<file path="src/sv/iad_cell.sv">
module iad_cell #(
   parameter int DATA_WIDTH = 32,
   parameter int BIT_INDEX = 0
) (
   input  logic                  clock,
   input  logic                  reset,
   input  logic                  adv,
   input  logic                  in_valid,
   input  logic                  in_div,
   input  logic [4:0]            in_op,
   input  logic [DATA_WIDTH-1:0] in_a,
   input  logic [DATA_WIDTH-1:0] in_b,
   input  logic                  in_na,
   input  logic                  in_nb,
   input  logic [DATA_WIDTH-1:0] in_rem,
   input  logic [DATA_WIDTH-1:0] in_quo,
   input  logic [DATA_WIDTH-1:0] in_dvd,
   input  logic [DATA_WIDTH-1:0] in_dvs,
   output logic                  out_valid,
   output logic                  out_div,
   output logic [4:0]            out_op,
   output logic [DATA_WIDTH-1:0] out_a,
   output logic [DATA_WIDTH-1:0] out_b,
   output logic                  out_na,
   output logic                  out_nb,
   output logic [DATA_WIDTH-1:0] out_rem,
   output logic [DATA_WIDTH-1:0] out_quo,
   output logic [DATA_WIDTH-1:0] out_dvd,
   output logic [DATA_WIDTH-1:0] out_dvs
);
   logic                  valid_ff;
   logic                  div_ff;
   logic [4:0]            op_ff;
   logic [DATA_WIDTH-1:0] a_ff, b_ff, rem_ff, quo_ff, dvd_ff, dvs_ff;
   logic                  na_ff, nb_ff;
   logic [DATA_WIDTH:0]   trial_in;
   logic [DATA_WIDTH:0]   diff_in;
   logic [DATA_WIDTH-1:0] rem_in, quo_in;

   always_comb begin
      trial_in = {in_rem, in_dvd[DATA_WIDTH-1-BIT_INDEX]};
      diff_in  = trial_in - {1'b0, in_dvs};
      quo_in   = in_quo;
      if (!diff_in[DATA_WIDTH]) begin
         rem_in = diff_in[DATA_WIDTH-1:0];
         quo_in[DATA_WIDTH-1-BIT_INDEX] = 1'b1;
      end else begin
         rem_in = trial_in[DATA_WIDTH-1:0];
      end
   end

   always_ff @(posedge clock) begin
      if (reset) begin
         valid_ff <= 1'b0;
      end else if (adv) begin
         valid_ff <= in_valid;
      end
      if (adv) begin
         div_ff <= in_div;
         op_ff  <= in_op;
         a_ff   <= in_a;
         b_ff   <= in_b;
         na_ff  <= in_na;
         nb_ff  <= in_nb;
         rem_ff <= rem_in;
         quo_ff <= quo_in;
         dvd_ff <= in_dvd;
         dvs_ff <= in_dvs;
      end
   end

   assign out_valid = valid_ff;
   assign out_div   = div_ff;
   assign out_op    = op_ff;
   assign out_a     = a_ff;
   assign out_b     = b_ff;
   assign out_na    = na_ff;
   assign out_nb    = nb_ff;
   assign out_rem   = rem_ff;
   assign out_quo   = quo_ff;
   assign out_dvd   = dvd_ff;
   assign out_dvs   = dvs_ff;
endmodule

</file>
<file path="config.mk">
export PLATFORM = sky130hd
export DESIGN_NAME = iad_cell
export DESIGN_NICKNAME = d
export VERILOG_FILES = /design/src/sv/iad_cell.sv
export SDC_FILE = /design/constraint.sdc
export NUM_CORES = 1
export LEC_CHECK = 0
export ABC_AREA = 1
export ABC_CLOCK_PERIOD_IN_PS = 2200
export BUFFER_PORTS_ARGS = -buffer_cell sky130_fd_sc_hd__clkbuf_2
export CAP_MARGIN = 30
export CORE_AREA = 8 8 152 154
export DETAILED_ROUTE_END_ITERATION = 10
export DIE_AREA = 0 0 160 162
export PLACE_DENSITY = 0.84
export SYNTH_ARGS = -nofsm -noshare
export SYNTH_HDL_FRONTEND = slang
export SYNTH_SLANG_ARGS = --single-unit
</file>
<file path="constraint.sdc">
create_clock -name clock -period 2.2 [get_ports clock]
set_input_delay 0.11 -clock clock [delete_from_list [all_inputs] [get_ports clock]]
set_output_delay 0.11 -clock clock [all_outputs]
set_load 0.02 [all_outputs]
</file>
# Yosys cells after proc, flatten, opt, wreduce, memory -nomap -nowiden
# Index checks and enable logic that the tools add are counted.
# op_classes
addsub	1
n_mux	1
# ops
op	n
33-bit by 32-bit subtractor with 33-bit output	1
32-bit 2-to-1 mux	1
# word_totals
register_bits	201
out_inout_bits	201

# Depth between registers and ports, before layout
# logic_depth
depth_word	2
ltp_mapped	17
mapped_depth_nobuf	16

# Worst setup path before layout
# OpenSTA, ideal clock, no wires.
# synth_timing
kind	in2reg
startpoint	in in_dvd[31]
endpoint	reg rem_ff[19], in the netlist out_rem[19] (data pin)
arrival_time_ps	1713
required_ps	1948
setup_slack_ps	235
cell_stages	16
path_buffers	1
path_cell_list	inv_1 -> ha_1 -> fa_1 -> inv_1 -> nand2_1 -> nand2_1 -> nand3_1 -> nand2_2 -> nand2_1 -> nand2_2 -> nand2_4 -> nand3_1 -> nand2_4 -> buf_6 -> nand2_1 -> nand2_1
# synth_between
elab_chain_len	2
# synth_lines
item	line	text
start: declaration	17	input logic [DATA_WIDTH-1:0] in_dvd,
33-bit by 32-bit subtractor with 33-bit output	42	diff_in = trial_in - {1'b0, in_dvs};
32-bit 2-to-1 mux	44	if (!diff_in[DATA_WIDTH]) begin
named net rem_in[19]	38	logic [DATA_WIDTH-1:0] rem_in, quo_in;
end signal: assignment	65	rem_ff <= rem_in;
end: declaration	34	logic [DATA_WIDTH-1:0] a_ff, b_ff, rem_ff, quo_ff, dvd_ff, dvs_ff;
# The timed path passes the listed nets, and every way through them passes these cells.
# A chain may end at the register's enable or synchronous reset.

# Worst setup path after layout
# layout_timing
startpoint	in in_dvs[7]
endpoint	reg rem_ff[18], in the netlist out_rem[18] (data pin)
# layout_between
elab_chain_len	2
# layout_lines
item	line	text
start: declaration	18	input logic [DATA_WIDTH-1:0] in_dvs,
33-bit by 32-bit subtractor with 33-bit output	42	
32-bit 2-to-1 mux	44	
named net rem_in[18]	38	
# The timed path passes the listed nets, and every way through them passes these cells.

==> impl_metrics.env <==
export IMPL_start_util_pct=44.6
export IMPL_setup_tns_ns=0
export IMPL_clk_latency_ns=0.49
export IMPL_p_leak_nw=7.34
export IMPL_synth_fp_nets=1125
export IMPL_crit_path_start_kind="input pin"
export IMPL_place_area_um2=11800
export IMPL_synthMuxAreaShare_pct=0.108
export IMPL_pwr_share_comb_pct=23.9
export IMPL_layout_nets=1778
export IMPL_grt_ovfl_total=0
export IMPL_async_reset_ff_share_pct=0
export IMPL_synth_distinct_cells=26
export IMPL_detail_route_antenna_nets=0
export IMPL_clock_root_buffer="clkbuf_16"
export IMPL_track_usage_pct=28.5
export IMPL_seq_area_um2=6030
export IMPL_antenna_found_initial=8
export IMPL_crit_top_cell="nand2_1"
export IMPL_clock_power_share_pct=32.9
export IMPL_maxCapViolCount=0
export IMPL_syn_area_um2=9230
export IMPL_wl_um=40000
export IMPL_pre_cts_ws_ns=-0.120
export IMPL_dr_wl_met3_um=3580
export IMPL_p_sw_mw=3.25
export IMPL_fmax_ghz=0.458
export IMPL_numCtsBuffers=22
export IMPL_status="completed"
export IMPL_synthXorXnorAreaFrac_pct=1.42
export IMPL_worst_slew_pin_slew_ns=0.504
export IMPL_htreeDepth=1
export IMPL_critPathSlowestCell="dlygate4sd3_1"
export IMPL_num_vias=9223
export IMPL_cp_max_fo=14
export IMPL_layoutNonFillerInstCount=1832
export IMPL_io_pins=405
export IMPL_drive_gt1_share_pct=33.2
export IMPL_critPathArrivalTime_ns=2.42
export IMPL_tritoncts="yes"
export IMPL_hold_path_class="input pin to flop"
export IMPL_finalHoldViolCount=0
export IMPL_rows=53
export IMPL_synth_adder_area_share_pct=4.55
export IMPL_die_w_um=160
export IMPL_met1Wirelength_um=14300
export IMPL_core_um2=20700
export IMPL_ys_flop_type="edfxtp_1"
export IMPL_avgRoutedWirePerCell_um=21.8
export IMPL_yosysWarnings=0
export IMPL_fillers=1447
export IMPL_vdd_drop_max_mv=0.537
export IMPL_fin_skew_ns=0
export IMPL_path_cells="dlygate4sd3_1 > clkbuf_2 > inv_1 > ha_2 > nand2_1 > nand2_1 > a21oi_2 > nand2_2 > nand2_1 > nand2_2 > nand2_4 > nand2_4 > nand2_2 > nand2_4 > buf_12 > nand2_1 > nand2_1"
export IMPL_end_kind="flop"
export IMPL_switching_share_pct=29.6
export IMPL_ys_ff_latch=201
export IMPL_period_share_pct=99.2
export IMPL_dr_wl_met2_um=20000
export IMPL_finalSetupViolCount=0
export IMPL_synth_top_family_by_area="simple AND/OR/NAND/NOR gates"
export IMPL_slew_headroom_pct=66.4
export IMPL_highest_layer="met5"
export IMPL_internal_power_mw=7.75
export IMPL_fin_ws_ns=0.0168
export IMPL_cts_reportedPaths_clkPinSlew_ns=0.06
export IMPL_die_h_um=162
export IMPL_critPathKind="input pin to flop"
export IMPL_placedCellCount=1584
export IMPL_dieArea_um2=25900
export IMPL_syn2layout_area_growth_pct=60.4
export IMPL_hpwl_um=27100
export IMPL_grt_pass1_vias=9315
export IMPL_design_area_um2=14800
export IMPL_p_seq_share_pct=43.2
export IMPL_drtIter0Drc=792
export IMPL_vias_per_cell=5.03
export IMPL_dr_pass1_iters=6
export IMPL_power_total_mw=11.0
export IMPL_cts_buffer_depth=3
export IMPL_ys_seq_area_share_pct=65.3
export IMPL_grt_pass1_wl_um=56600
export IMPL_numClockSinks=201
export IMPL_power_per_cell_area_nw_per_um2=743
export IMPL_synth_edf_count=200
export IMPL_syn_inst=888
export IMPL_io_buffers=404
export IMPL_cp_required_ns=2.44
export IMPL_synth_simple_area_share_pct=19.4
export IMPL_fin_crit_ns=2.18
export IMPL_drv_slew=0
export IMPL_drcViolationCount=0
export IMPL_synth_compound_area_share_pct=2.01
export IMPL_avgSynthCellArea_um2=10.4
export IMPL_multi_input_area_um2=2820
export IMPL_gp_congestion=0.917
export IMPL_grt_max_degree=58
export IMPL_max_stage_delay_ns=0.55
-- registers in the layout, indices dropped and copies added, names as in the netlist --
register / cells
out_nb: 1
out_a: 32
out_b: 32
out_rem: 32
out_div: 1
out_op: 5
out_na: 1
out_dvs: 32
out_quo: 32
out_valid: 1
out_dvd: 32
-- power groups by stage --
stage | Combinational (mW) | Clock (mW) | Sequential [mW]
global route | 2.79 | 3.82 | 4.77
floorplan | 0.715 | 0 | 5.24
finish | 2.63 | 3.62 | 4.75
detailed placement | 2.11 | 0 | 4.80
global placement | 2.06 | 0 | 4.79
CTS | 2.42 | 3.65 | 4.73
-- area by class of cell --
| type | instances | area share [%] |
|---|---|---|
| antenna | 2 | 0.0338 |
| clock buffer | 27 | 3.99 |
| clock inverter | 11 | 0.684 |
| tap | 275 | 2.32 |
| multi-input combinational | 524 | 19.1 |
| inverter | 160 | 4.05 |
| timing repair buffer | 632 | 29.2 |
| sequential | 201 | 40.7 |
-- kinds of logic after synthesis --
logic type	count (synthesis)
XOR/XNOR	15
flip-flops	201
AO/OA/AOI/OAI	32
buffers and inverters	166
multiplexers	1
adder cells (fa/ha/maj)	33
AND/OR/NAND/NOR	440
-- critical path, delay by kind of cell --
family / cells / cell delay (ns)
AOI/OAI and AO/OA: 1 / 0.19
and+or+nand+nor: 11 / 0.92
adders and majority gates: 1 / 0.30
buffers and inverters: 4 / 0.87
-- cell usage in the layout, fill, tap and decap left out, types with 15 or more instances in the layout --
cell	Yosys	final
dlygate4sd3_1	0	201
nand3_1	31	29
nor2_1	39	33
inv_1	156	156
ha_1	32	19
edfxtp_1	200	200
buf_4	0	21
nand2_2	6	15
nand2_1	336	325
a21oi_1	23	20
clkbuf_2	0	403
clkbuf_16	0	23
-- layer usage --
metal | up-vias | GRT usage, %
met2 | 581 | 51.1
met3 | 143 | 7.77
li1 | 4177 | -
met5 | - | 0
met4 | 12 | 11.6
met1 | 4310 | 31.7
-- cell usage after synthesis (2+ instances only) --
master,count,share of area [%]
nand3_1,31,1.7
nand2_4,4,0.49
ha_1,32,4.3
o21bai_1,7,0.57
nand2_2,6,0.41
a21oi_1,23,1.2
inv_1,156,6.3
a21oi_2,2,0.19
nand4_1,8,0.54
xor2_1,14,1.3
nor2_1,39,1.6
buf_6,6,0.73
inv_2,4,0.16
and2_1,4,0.27
nand3b_1,2,0.16
nor3_1,6,0.33
edfxtp_1,200,65
nand2_1,336,14
-- through the flow --
| stage | utilization, % | hold WS (ns) |
|---|---|---|
| 2_1_floorplan | - | 0.182 |
| 3_3_place_gp | 56.8 | 0.274 |
| 3_5_place_dp | 56.8 | 0.277 |
| 4_1_cts | 69.9 | 0.103 |
| 5_1_grt | 71.6 | 0.141 |
| 6_report | 71.6 | 0.119 |
-- final timing paths --
kind / start / end / slack, ns / cells past startpoint
worst max register to register: out_valid / out_valid / 1.07 / 3
worst max-delay path: in_dvs[7] / out_rem[18] / 0.02 / 17
worst min register to register: out_valid / out_valid / 1.04 / 3
worst min-delay path: in_dvs[0] / out_rem[0] / 0.12 / 5
-- timing repair --
| action | in CTS | in global routing |
|---|---|---|
| resized for setup | 0 | 48 |
| hold buffers | 201 | 0 |
| setup buffers | 0 | 4 |
| setup endpoints to repair | 0 | 33 |
| endpoints found under the hold margin | 201 | 0 |
No activity file was read; power rests on OpenSTA's default activity.
